### src/rtl/pal_pkg.sv
// ----------------------------------------------------------------------------
// Positional array list package
// Shared types and constants for the positional array list block.
// ----------------------------------------------------------------------------
`default_nettype none

package pal_pkg;

   localparam int DEPTH_DEF   = 64;
   localparam int FUNC_W      = 2;
   localparam int POS_W       = 7;
   localparam int VALUE_W     = 8;
   localparam int COUNT_W     = 7;

   typedef enum logic [FUNC_W-1:0] {
      FUNC_INSERT = 2'd0,
      FUNC_DELETE = 2'd1,
      FUNC_READ   = 2'd2,
      FUNC_LOCATE = 2'd3
   } func_type;

   typedef enum logic [1:0] {
      ST_IDLE,
      ST_SHIFT,
      ST_PUT,
      ST_DONE
   } state_type;

   typedef struct packed {
      logic               done;
      logic               ok;
      logic [VALUE_W-1:0] data_out;
      logic [POS_W-1:0]   found_at;
      logic [COUNT_W-1:0] count;
      logic               is_empty;
   } result_type;

endpackage

`default_nettype wire

### src/rtl/positional_array_list.sv
// A failed request, or a locate on an empty list, goes straight to the done state; an append at
// the tail goes straight to the put step; a read fetches one entry, insert and delete walk the
// entries moved, and locate walks up to the first match, or the whole list if it is absent.
// Throughput: one request at a time, set by the single read and write port of the element store,
// which moves one entry per cycle.
// Reset clears the list length and all handshake state; no clearing pass.
// ----------------------------------------------------------------------------
// Positional array list
// Ordered byte list with positional insert, delete, read and value locate.
// ----------------------------------------------------------------------------
`default_nettype none

module positional_array_list import pal_pkg::*; #(
   parameter int DEPTH = DEPTH_DEF
) (
   input  wire logic               clock,
   input  wire logic               reset,
   input  wire logic               req_valid,
   output logic                    req_ready,
   input  wire logic [FUNC_W-1:0]  req_func,
   input  wire logic [POS_W-1:0]   req_position,
   input  wire logic [VALUE_W-1:0] req_value,
   output logic                    rsp_valid,
   input  wire logic               rsp_ready,
   output logic                    rsp_ok,
   output logic      [VALUE_W-1:0] rsp_data_out,
   output logic      [POS_W-1:0]   rsp_found_at,
   output logic      [COUNT_W-1:0] rsp_count,
   output logic                    rsp_is_empty
);

   localparam int AW = $clog2(DEPTH);

   result_type         result;
   logic               rsp_free;
   logic               ram_wr_en;
   logic [AW-1:0]      ram_wr_addr;
   logic [VALUE_W-1:0] ram_wr_data;
   logic               ram_rd_en;
   logic [AW-1:0]      ram_rd_addr;
   logic [VALUE_W-1:0] ram_rd_data;

   logic               rsp_valid_ff, rsp_valid_in;
   result_type         rsp_ff, rsp_in;

   pal_ctrl #(
      .DEPTH(DEPTH)
   ) u_ctrl (
      .clock       (clock),
      .reset       (reset),
      .req_valid   (req_valid),
      .req_ready   (req_ready),
      .req_func    (req_func),
      .req_position(req_position),
      .req_value   (req_value),
      .rsp_free    (rsp_free),
      .result      (result),
      .ram_wr_en   (ram_wr_en),
      .ram_wr_addr (ram_wr_addr),
      .ram_wr_data (ram_wr_data),
      .ram_rd_en   (ram_rd_en),
      .ram_rd_addr (ram_rd_addr),
      .ram_rd_data (ram_rd_data)
   );

   pal_ram #(
      .WIDTH(VALUE_W),
      .DEPTH(DEPTH)
   ) u_store (
      .clock  (clock),
      .wr_en  (ram_wr_en),
      .wr_addr(ram_wr_addr),
      .wr_data(ram_wr_data),
      .rd_en  (ram_rd_en),
      .rd_addr(ram_rd_addr),
      .rd_data(ram_rd_data)
   );

   // The output register frees the sequencer to take the next transaction
   // while a finished result waits to be taken.
   assign rsp_free = !rsp_valid_ff || rsp_ready;

   always_comb begin
      rsp_valid_in = rsp_valid_ff;
      rsp_in       = rsp_ff;
      if (result.done) begin
         rsp_valid_in = 1'b1;
         rsp_in       = result;
      end else if (rsp_ready) begin
         rsp_valid_in = 1'b0;
      end
   end

   always_ff @(posedge clock) begin
      if (reset) begin
         rsp_valid_ff <= 1'b0;
      end else begin
         rsp_valid_ff <= rsp_valid_in;
      end
   end

   always_ff @(posedge clock) begin
      rsp_ff <= rsp_in;
   end

   assign rsp_valid    = rsp_valid_ff;
   assign rsp_ok       = rsp_ff.ok;
   assign rsp_data_out = rsp_ff.data_out;
   assign rsp_found_at = rsp_ff.found_at;
   assign rsp_count    = rsp_ff.count;
   assign rsp_is_empty = rsp_ff.is_empty;

endmodule

`default_nettype wire

### src/rtl/pal_ram.sv
// ----------------------------------------------------------------------------
// Generic RAM
// Single write port, single read port with registered read data.
// ----------------------------------------------------------------------------
`default_nettype none

module pal_ram #(
   parameter int WIDTH = 8,
   parameter int DEPTH = 64
) (
   input  wire logic                     clock,
   input  wire logic                     wr_en,
   input  wire logic [$clog2(DEPTH)-1:0] wr_addr,
   input  wire logic [WIDTH-1:0]         wr_data,
   input  wire logic                     rd_en,
   input  wire logic [$clog2(DEPTH)-1:0] rd_addr,
   output logic      [WIDTH-1:0]         rd_data
);

   logic [WIDTH-1:0] mem_ff [DEPTH];
   logic [WIDTH-1:0] rd_data_ff;

   always_ff @(posedge clock) begin
      if (wr_en) begin
         mem_ff[wr_addr] <= wr_data;
      end
      if (rd_en) begin
         rd_data_ff <= mem_ff[rd_addr];
      end
   end

   assign rd_data = rd_data_ff;

endmodule

`default_nettype wire

### src/rtl/pal_ctrl.sv
// ----------------------------------------------------------------------------
// Positional array list sequencer
// Validates a request, then walks the element store one entry per cycle to
// shift, fetch or search, and finally hands the result to the output stage.
// ----------------------------------------------------------------------------
`default_nettype none

module pal_ctrl import pal_pkg::*; #(
   parameter int DEPTH = DEPTH_DEF
) (
   input  wire logic                     clock,
   input  wire logic                     reset,
   input  wire logic                     req_valid,
   output logic                          req_ready,
   input  wire logic [FUNC_W-1:0]        req_func,
   input  wire logic [POS_W-1:0]         req_position,
   input  wire logic [VALUE_W-1:0]       req_value,
   input  wire logic                     rsp_free,
   output result_type                    result,
   output logic                          ram_wr_en,
   output logic      [$clog2(DEPTH)-1:0] ram_wr_addr,
   output logic      [VALUE_W-1:0]       ram_wr_data,
   output logic                          ram_rd_en,
   output logic      [$clog2(DEPTH)-1:0] ram_rd_addr,
   input  wire logic [VALUE_W-1:0]       ram_rd_data
);

   localparam int AW = $clog2(DEPTH);
   localparam int LW = $clog2(DEPTH + 1);
   localparam int CW = ((LW > POS_W) ? LW : POS_W) + 1;

   state_type          state_ff, state_in;
   func_type           op_ff, op_in;
   logic [AW-1:0]      pos_idx_ff, pos_idx_in;
   logic [VALUE_W-1:0] val_ff, val_in;
   logic [LW-1:0]      len_ff, len_in;
   logic [AW-1:0]      cur_ff, cur_in;
   logic [AW-1:0]      end_ff, end_in;
   logic               iss_ff, iss_in;
   logic               pend_ff, pend_in;
   logic [AW-1:0]      padr_ff, padr_in;
   logic               ok_ff, ok_in;
   logic [VALUE_W-1:0] data_ff, data_in;
   logic [POS_W-1:0]   found_ff, found_in;

   logic [CW-1:0]      pos_w;
   logic [CW-1:0]      len_w;
   logic               ins_ok;
   logic               acc_ok;

   assign pos_w  = CW'(req_position);
   assign len_w  = CW'(len_ff);
   assign ins_ok = (pos_w != '0) && (pos_w <= len_w + CW'(1)) && (len_w < CW'(DEPTH));
   assign acc_ok = (pos_w != '0) && (pos_w <= len_w);

   always_ff @(posedge clock) begin
      if (reset) begin
         state_ff <= ST_IDLE;
         len_ff   <= '0;
         iss_ff   <= 1'b0;
         pend_ff  <= 1'b0;
      end else begin
         state_ff <= state_in;
         len_ff   <= len_in;
         iss_ff   <= iss_in;
         pend_ff  <= pend_in;
      end
   end

   always_ff @(posedge clock) begin
      op_ff      <= op_in;
      pos_idx_ff <= pos_idx_in;
      val_ff     <= val_in;
      cur_ff     <= cur_in;
      end_ff     <= end_in;
      padr_ff    <= padr_in;
      ok_ff      <= ok_in;
      data_ff    <= data_in;
      found_ff   <= found_in;
   end

   always_comb begin
      state_in    = state_ff;
      op_in       = op_ff;
      pos_idx_in  = pos_idx_ff;
      val_in      = val_ff;
      len_in      = len_ff;
      cur_in      = cur_ff;
      end_in      = end_ff;
      iss_in      = iss_ff;
      pend_in     = pend_ff;
      padr_in     = padr_ff;
      ok_in       = ok_ff;
      data_in     = data_ff;
      found_in    = found_ff;
      req_ready   = 1'b0;
      ram_rd_en   = 1'b0;
      ram_rd_addr = cur_ff;
      ram_wr_en   = 1'b0;
      ram_wr_addr = padr_ff;
      ram_wr_data = ram_rd_data;

      unique case (state_ff)
         ST_IDLE: begin
            req_ready = 1'b1;
            if (req_valid) begin
               op_in      = func_type'(req_func);
               pos_idx_in = AW'(pos_w - CW'(1));
               val_in     = req_value;
               ok_in      = 1'b0;
               data_in    = '0;
               found_in   = '0;
               iss_in     = 1'b1;
               pend_in    = 1'b0;
               state_in   = ST_DONE;
               unique case (func_type'(req_func))
                  FUNC_INSERT: begin
                     if (ins_ok) begin
                        ok_in  = 1'b1;
                        cur_in = AW'(len_w - CW'(1));
                        end_in = AW'(pos_w - CW'(1));
                        // Appending at the tail needs no shift.
                        state_in = (pos_w == len_w + CW'(1)) ? ST_PUT : ST_SHIFT;
                     end
                  end
                  FUNC_DELETE: begin
                     if (acc_ok) begin
                        ok_in    = 1'b1;
                        cur_in   = AW'(pos_w - CW'(1));
                        end_in   = AW'(len_w - CW'(1));
                        state_in = ST_SHIFT;
                     end
                  end
                  FUNC_READ: begin
                     if (acc_ok) begin
                        ok_in    = 1'b1;
                        cur_in   = AW'(pos_w - CW'(1));
                        end_in   = AW'(pos_w - CW'(1));
                        state_in = ST_SHIFT;
                     end
                  end
                  FUNC_LOCATE: begin
                     ok_in = 1'b1;
                     if (len_ff != '0) begin
                        cur_in   = '0;
                        end_in   = AW'(len_w - CW'(1));
                        state_in = ST_SHIFT;
                     end
                  end
                  default: state_in = ST_DONE;
               endcase
            end
         end

         ST_SHIFT: begin
            // A read is issued at cur_ff; its data returns in the following cycle and
            // is consumed while the next read is already in flight.
            if (iss_ff) begin
               ram_rd_en = 1'b1;
               pend_in   = 1'b1;
               padr_in   = cur_ff;
               if (cur_ff == end_ff) begin
                  iss_in = 1'b0;
               end else if (op_ff == FUNC_INSERT) begin
                  cur_in = cur_ff - AW'(1);
               end else begin
                  cur_in = cur_ff + AW'(1);
               end
            end else begin
               pend_in = 1'b0;
            end

            if (pend_ff) begin
               case (op_ff)
                  FUNC_INSERT: begin
                     ram_wr_en   = 1'b1;
                     ram_wr_addr = padr_ff + AW'(1);
                  end
                  FUNC_DELETE: begin
                     // The first fetch is the removed byte; the rest move down.
                     if (padr_ff == pos_idx_ff) begin
                        data_in = ram_rd_data;
                     end else begin
                        ram_wr_en   = 1'b1;
                        ram_wr_addr = padr_ff - AW'(1);
                     end
                  end
                  FUNC_READ: data_in = ram_rd_data;
                  default: begin
                     if (ram_rd_data == val_ff) begin
                        found_in = POS_W'({1'b0, padr_ff} + {{AW{1'b0}}, 1'b1});
                        state_in = ST_DONE;
                     end
                  end
               endcase
            end

            if (!iss_ff) begin
               if (op_ff == FUNC_INSERT) begin
                  state_in = ST_PUT;
               end else begin
                  state_in = ST_DONE;
               end
               if (op_ff == FUNC_DELETE) begin
                  len_in = len_ff - LW'(1);
               end
            end
         end

         ST_PUT: begin
            ram_wr_en   = 1'b1;
            ram_wr_addr = pos_idx_ff;
            ram_wr_data = val_ff;
            len_in      = len_ff + LW'(1);
            state_in    = ST_DONE;
         end

         ST_DONE: begin
            if (rsp_free) begin
               state_in = ST_IDLE;
            end
         end

         default: state_in = ST_IDLE;
      endcase
   end

   always_comb begin
      result.done     = (state_ff == ST_DONE) && rsp_free;
      result.ok       = ok_ff;
      result.data_out = data_ff;
      result.found_at = found_ff;
      result.count    = COUNT_W'(len_ff);
      result.is_empty = (len_ff == '0);
   end

   a_no_write_idle: assert property (@(posedge clock) disable iff (reset)
      (state_ff == ST_IDLE) |-> !ram_wr_en)
      else $error("element store written while sequencer idle");

   a_len_bound: assert property (@(posedge clock) disable iff (reset)
      len_ff <= LW'(DEPTH))
      else $error("list length exceeds store depth");

   a_put_grows: assert property (@(posedge clock) disable iff (reset)
      (state_ff == ST_PUT) |=> (len_ff == $past(len_ff) + LW'(1)))
      else $error("insert did not grow the list by one");

endmodule

`default_nettype wire

### config.mk
export PLATFORM = sky130hd
export DESIGN_NAME = positional_array_list
export DESIGN_NICKNAME = d
export VERILOG_FILES = /design/src/rtl/pal_pkg.sv /design/src/rtl/positional_array_list.sv /design/src/rtl/pal_ram.sv /design/src/rtl/pal_ctrl.sv
export SDC_FILE = /design/constraint.sdc
export NUM_CORES = 1
export LEC_CHECK = 0
export BUFFER_PORTS_ARGS = -buffer_cell sky130_fd_sc_hd__buf_4
export CORE_ASPECT_RATIO = 0.8
export CORE_MARGIN = 2
export CORE_UTILIZATION = 63
export CTS_CLUSTER_DIAMETER = 80
export DETAILED_ROUTE_END_ITERATION = 16
export HOLD_SLACK_MARGIN = 0.12
export PLACE_DENSITY = 0.82
export SLEW_MARGIN = 20
export SYNTH_ARGS = -nofsm -noshare
export SYNTH_HDL_FRONTEND = slang
export SYNTH_SLANG_ARGS = --single-unit
export TNS_END_PERCENT = 100
### constraint.sdc
create_clock -name clock -period 3.8 [get_ports clock]
set_clock_uncertainty 0.05 [all_clocks]
set_input_delay 0.19 -clock clock [delete_from_list [all_inputs] [get_ports clock]]
set_output_delay 0.19 -clock clock [all_outputs]
set_load 0.03 [all_outputs]
==> impl_metrics.tcl, run 1 <==
set metrics [dict create \
    synth_nets 1398 \
    avgRoutedWirePerCell_um 28.4 \
    rows 65 \
    clkPwrFrac 0.267 \
    critPathTopFamily "compound AO/OA/AOI/OAI gates" \
    synth_cell_types 77 \
    final_area_um2 29300 \
    setup_viol 0 \
    yosys_warnings 0 \
    antenna_found_initial 2 \
    hpwl_mm 38.0 \
    power.switching_uw 6790 \
    post-route-drc-count 0 \
    worst_slack_ns 0.296 \
    synth_edf_count 594 \
    grt_max_degree 65 \
    hold_path_class "input pin to flip-flop" \
    synth_xor_xnor_area_share 0.0155 \
    crit_arrival_ns 3.77 \
    synth_cells 1336 \
    dp_slack_ns 0.346 \
    vdd_drop_max_v 0.000729 \
    grt_pass1_wl_mm 89.4 \
    drive_gt1_frac 0.301 \
    status "finished clean" \
    synth_compound_area_frac 0.0325 \
    netlist_area_um2 25500 \
    cts.path.max_buffers 3 \
    required_ns 4.07 \
    crit_type "flip-flop to flip-flop" \
    finalCritPeriodShare 0.922 \
    place.gp.congestion 0.963 \
    cap_violations 0 \
    fp.dieH_um 184 \
    synthAdderAreaFrac 0.0207 \
    p_sw_frac 0.325 \
    ys_seq_area_frac 0.709 \
    power-per-cell-area_nw_per_um2 713 \
    clkLatencyLatePin_ns 0.61 \
    cp_cell_sequence "inv_1 -> ha_1 -> inv_1 -> ha_1 -> nor2b_1 -> o211ai_1 -> a21oi_1 -> or4_1 -> a221o_1 -> a21oi_1 -> buf_4" \
    leakage_uw 0.00967 \
    n_antenna_cell 0 \
    cts_tree "yes" \
    drt_iter0_markers 1771 \
    vias 13800 \
    fmax_mhz 285 \
    cpPeakStageDelay_ns 0.59 \
    power_frac_comb 0.320 \
    cts.clk_slew.worst_paths_ns 0.07 \
    slew_violations 0 \
    cts_inserted_buffers 54 \
    placed_cell_area_um2 27300 \
    avgSynthCellArea_um2 19.1 \
    p_seq_frac 0.413 \
    track_usage 0.292 \
    worst_path_max_delay_cell "or4_1" \
    synth_flop_cell "edfxtp_1" \
    setup-tns-final_ns 0 \
    drt.antenna.violating_nets 0 \
    worstSetupStartpointType "flip-flop" \
    crit_path_end_kind "flip-flop" \
    synthMuxAreaShare 0.148 \
    pin_count 47 \
    vias_per_cell 6.60 \
    async_reset_ff_frac 0 \
    portBuffers 46 \
    period_minus_slack_ns 3.50 \
    synthSimpleGateAreaFrac 0.0537 \
    synth_seq_cells 606 \
    finalHoldViolCount 0 \
    crit_fanout 10 \
    wl_mm 59.6 \
    grt_pass1_vias 13900 \
    power.internal_uw 14100 \
    utilization 0.738 \
    start_util 0.643 \
    cts_setup_buffers 0 \
    clock-sinks 606 \
    cp_num_buf_inv 3 \
    synth_top_family_by_area "multiplexers" \
    coreArea_um2 39700 \
    final_nets 1578 \
    tightest_slew_ns 1.16 \
    rsz0062_at_grt "no" \
    area_growth_pct 14.9 \
    slew_headroom 0.230 \
    grt_overflow 0 \
    die_area_um2 42100 \
    drtPass1Iterations 5 \
    cts-root-buf "clkbuf_16" \
    h-tree-depth 2 \
    fp.dieW_um 229 \
]
-- metrics by stage --
step           instances  power, µW  hold slack, ns
3_3_place_gp        1976      15100           0.321
3_5_place_dp        1976      15200           0.320
4_1_cts             2098      20900           0.128
2_1_floorplan       1336      12900           0.239
6_report            2098      20900           0.148
5_1_grt             2098      21600           0.171
-- path summary, 6_finish.rpt --
path                                   startpoint               endpoint  slack, ns  depth (start not counted)
worst max-delay path             u_ctrl.len_ff[0]  u_ctrl.ram_rd_addr[0]       0.30                         11
worst min-delay path              req_position[1]   u_ctrl.pos_idx_ff[5]       0.15                          4
worst max register to register   u_ctrl.len_ff[0]  u_ctrl.ram_rd_addr[0]       0.30                         11
worst min register to register  u_ctrl.data_ff[2]        rsp_data_out[2]       0.37                          0
-- what timing repair did --
item | in CTS | in global routing
hold endpoints to repair | 29 | 0
hold buffers | 20 | 0
resized for setup | 0 | 0
-- cell type report --
type	count	area, µm²
repair buffers	201	1680
clock buffers	63	1410
inverters	35	131
clock inverters	39	422
flip-flops and latches	606	18100
well taps	536	671
fillers	2292	10400
multi-input cells	618	6910
-- power by group through the flow --
stage / combinational (µW) / clock (µW) / sequential, µW
after floorplan: 4270 / 0 / 8660
after global placement: 6330 / 0 / 8740
after detailed placement: 6480 / 0 / 8770
after CTS: 6590 / 5630 / 8630
after global routing: 7050 / 5890 / 8660
final: 6680 / 5580 / 8630
-- cells in the final DEF, fill, tap and decap left out, types with 22 or more instances in the layout --
master     count
nand3_1       22
xnor2_1       32
edfxtp_1     594
buf_4        171
mux4_2       160
a21oi_1       31
nor3_1        53
nor2_1        33
inv_1         34
nand2_1       32
ha_1          39
clkbuf_16     54
-- tightest hold or removal path: cells and delay by family --
kind                   cells  cell delay (ns)
AND/OR/NAND/NOR            1             0.10
XOR/XNOR                   1             0.13
buffers and inverters      2             0.18
-- cell usage after synthesis (all sizes together), types with 7 or more instances --
master,number,area [µm²]
dfxtp,12,240
nor4,8,50.1
nor3,73,465
mux4,160,3600
inv,34,128
a22oi,17,128
nor2,34,130
nor2b,7,43.8
xnor2,32,280
ha,39,488
nand4,9,56.3
mux2,12,135
xor2,13,114
a21oi,31,155
edfxtp,594,17800
buf,43,269
a221oi,8,70.1
nand2b,10,62.6
and2,17,106
clkbuf,34,128
o21ai,15,82.6
nand3,22,110
nand2,32,120
-- routing by layer --
| metal | up-vias | wire length, µm | GRT usage |
|---|---|---|---|
| met5 | - | 0 | 0 |
| met4 | 0 | 1510 | 0.0821 |
| met3 | 114 | 6250 | 0.0675 |
| met2 | 795 | 28100 | 0.454 |
| met1 | 7105 | 23700 | 0.426 |
| li1 | 5829 | - | - |
-- registers in the layout (all words and copies together) (netlist names), 2 cells and up --
name / cells
u_ctrl.op_ff: 2
u_ctrl.pos_idx_ff: 6
u_ctrl.state_ff: 2
u_ctrl.val_ff: 8
rsp_count: 7
u_ctrl.len_ff: 7
u_store.rd_data: 8
u_ctrl.found_ff: 7
u_store.mem_ff: 512
rsp_data_out: 8
u_ctrl.ram_rd_addr: 6
u_ctrl.padr_ff: 6
rsp_found_at: 7
u_ctrl.end_ff: 6
u_ctrl.data_ff: 8
-- kinds of logic (layout without fill, tap and decap cells) --
group           after synthesis  in the layout
compound gates              116            116
xor+xnor                     45             45
fa+ha+maj                    41             41
buf+inv                     112            338
flops                       606            606
mux                         176            176
simple gates                240            240
Note: power is estimated with default switching activity, not from simulation.
==> run 2, diff against run 1 <==
--- a/config.mk
+++ b/config.mk
@@ -16,5 +16,6 @@
 export SLEW_MARGIN = 20
 export SYNTH_ARGS = -nofsm -noshare
 export SYNTH_HDL_FRONTEND = slang
+export SYNTH_HIERARCHICAL = 1
 export SYNTH_SLANG_ARGS = --single-unit
 export TNS_END_PERCENT = 100
==> impl_metrics.tcl, run 2 <==
set metrics [dict create \
    slew_headroom 0.292 \
    synth_cells 1430 \
    grt_overflow 0 \
    multi_input_area_um2 6710 \
    fp.dieW_um 228 \
    die_area_um2 41800 \
    synth_cell_types 72 \
    async_reset_ff_frac 0 \
    cts_inserted_buffers 56 \
    critPathTopFamily "simple AND/OR/NAND/NOR gates" \
    yosysMostFrequentCell "edfxtp_1" \
    synth_top_area_cell "edfxtp_1" \
    required_ns 4.06 \
    synth_seq_cells 606 \
    vdd_drop_max_v 0.000562 \
    cts.path.max_buffers 3 \
    yosys_warnings 6 \
    seqCellArea_um2 18100 \
    synth_nets 1491 \
    drive_gt1_frac 0.241 \
    avgRoutedWirePerCell_um 28.2 \
    vias_per_cell 6.76 \
    final_nets 1657 \
    layout_common_cells "edfxtp_1, buf_4, mux4_2, nor2_1, clkbuf_16" \
    regMostFlops "u_store/mem_ff" \
    cts_setup_buffers 0 \
    wl_mm 61.3 \
    grt_pass1_vias 14700 \
    rrSetupSlack_ns 0.23 \
    tightest_slew_ns 1.06 \
    start_util 0.640 \
    crit_arrival_ns 3.82 \
    grt_max_degree 68 \
    r2r-start "u_ctrl/padr_ff[1]" \
    ys_top_cells_by_count "edfxtp_1, mux4_2, nor2_1" \
    area_growth_pct 14.1 \
    period_minus_slack_ns 3.57 \
    synth_flop_cell "edfxtp_1" \
    hpwl_mm 38.0 \
    ys_top_cells_by_area "edfxtp_1, mux4_2, ha_1" \
    cts_tree "yes" \
    netlist_area_um2 25300 \
    track_usage 0.300 \
    placed_cell_area_um2 26800 \
    largest_register_ff_count 512 \
    hold_path_depth 4 \
    avgSynthCellArea_um2 17.7 \
    crit_type "flip-flop to flip-flop" \
    cap_violations 0 \
    h-tree-depth 2 \
    grt_pass1_wl_mm 92.7 \
    final_area_um2 28900 \
    fmax_mhz 280 \
    min_from "req_position[1]" \
    cp_num_buf_inv 1 \
    final_common_cell "edfxtp_1" \
    crit_path_end_kind "flip-flop" \
    cts.clk_slew.worst_paths_ns 0.06 \
    antenna_found_initial 1 \
    hold_path_class "input pin to flip-flop" \
    fp.dieH_um 183 \
    rr_worst_depth 10 \
    place.gp.congestion 0.905 \
    rsz0062_at_grt "no" \
    synth_edf_count 594 \
    clock-sinks 606 \
    ys_seq_area_frac 0.714 \
    drtPass1Iterations 8 \
    drt.antenna.violating_nets 0 \
    post-route-drc-count 0 \
    placed_cells 2054 \
    finalHoldViolCount 0 \
    finalNonFillerCells 2177 \
    cp_cell_sequence "xor2_1 -> nor2_1 -> a31oi_1 -> o21ai_0 -> a21oi_1 -> o21ai_0 -> or3b_2 -> or2_2 -> nor2_1 -> buf_4" \
    cts-root-buf "clkbuf_16" \
    power-per-cell-area_nw_per_um2 739 \
    cpPeakStageDelay_ns 0.51 \
    finalCritPeriodShare 0.938 \
    worstSetupStartpointType "flip-flop" \
    setup-tns-final_ns 0 \
    slew_violations 0 \
    rows 65 \
    pin_count 47 \
    portBuffers 46 \
    clkLatencyLatePin_ns 0.60 \
    vias 14700 \
    leakage_uw 0.00958 \
    setup_viol 0 \
    synth_top_area_share 0.705 \
    utilization 0.731 \
    crit_fanout 6 \
    fillers 2293 \
    worst_r2r_endpoint "u_store/mem_ff[60][2]" \
    n_antenna_cell 0 \
    drt_iter0_markers 2284 \
    coreArea_um2 39500 \
    power_uw 21300 \
    worst_path_max_delay_cell "or3b_2" \
    status "finished clean" \
    hold_end "u_ctrl/pos_idx_ff[1]" \
]
run 2: changes by cell type in the layout (fill, tap and decap cells not counted), moves of 19 or more:
cell	previous run	this run
nor2_1	33	119
nand3_1	22	42
mux4_2	160	124
o22ai_1	1	22
nor3_2	20	0
nor3_1	53	12
mux2i_1	4	23
run 2: how the worst max path moves through the flow:
stage	endpoint	start	cells past startpoint	slack (ns)
final	u_store/mem_ff[60][2]	u_ctrl/padr_ff[1]	10	0.23
after detailed placement	u_store/mem_ff[60][6]	u_ctrl/padr_ff[0]	10	0.36
after global placement	u_store/mem_ff[38][1]	u_ctrl/padr_ff[2]	12	0.41
after global routing	u_store/mem_ff[60][2]	u_ctrl/padr_ff[0]	10	0.05
after floorplan	u_store/mem_ff[28][0]	u_ctrl/padr_ff[2]	12	0.44
after CTS	u_store/mem_ff[60][6]	u_ctrl/padr_ff[0]	10	0.29
run 2: stage by stage:
stage                     setup slack, ns  hold WS, ns
final                               0.235        0.126
after global routing               0.0463        0.139
after CTS                           0.293        0.122
after detailed placement            0.357        0.320
after global placement              0.406        0.320
after floorplan                     0.440        0.202
run 2: repair_timing:
action                                 4_1_cts  5_1_grt
hold buffers                                19        0
resized for setup                            0        0
endpoints found under the hold margin       27        0
setup endpoints to repair                    0        0
run 2: report_power, final:
part | internal, µW | switching [µW] | leakage [µW]
registers | 8360 | 363 | 0.00546
logic | 2610 | 4390 | 0.00323
clock network | 3170 | 2430 | 0.000888
total | 14100 | 7190 | 0.00958
run 2: logic make-up after synthesis:
logic type,share of synthesized area
AO/OA/AOI/OAI,0.0456
adder cells (fa/ha/maj),0.0204
AND/OR/NAND/NOR,0.0578
flip-flops,0.714
multiplexers,0.125
XOR/XNOR,0.0163
buffers and inverters,0.0209
run 2: final cells by class:
cell class                      instances  share of cell area
Clock buffer                           67              0.0507
Clock inverter                         36              0.0125
Inverter                               36             0.00468
Multi-Input combinational cell        715               0.232
Sequential cell                       606               0.626
Tap cell                              536              0.0232
Timing Repair Buffer                  181              0.0507
run 2: metal layers:
| metal | wire length, µm | global-route usage | part of all wire |
|---|---|---|---|
| met5 | 0 | 0 | 0 |
| met4 | 2050 | 0.0918 | 0.033 |
| met3 | 7580 | 0.0721 | 0.12 |
| met2 | 28100 | 0.462 | 0.46 |
| met1 | 23600 | 0.435 | 0.38 |
run 2: worst min-delay path: stages:
cell and delay (ns):
buf_4 0.13, inv_1 0.05, ha_1 0.14, inv_1 0.07
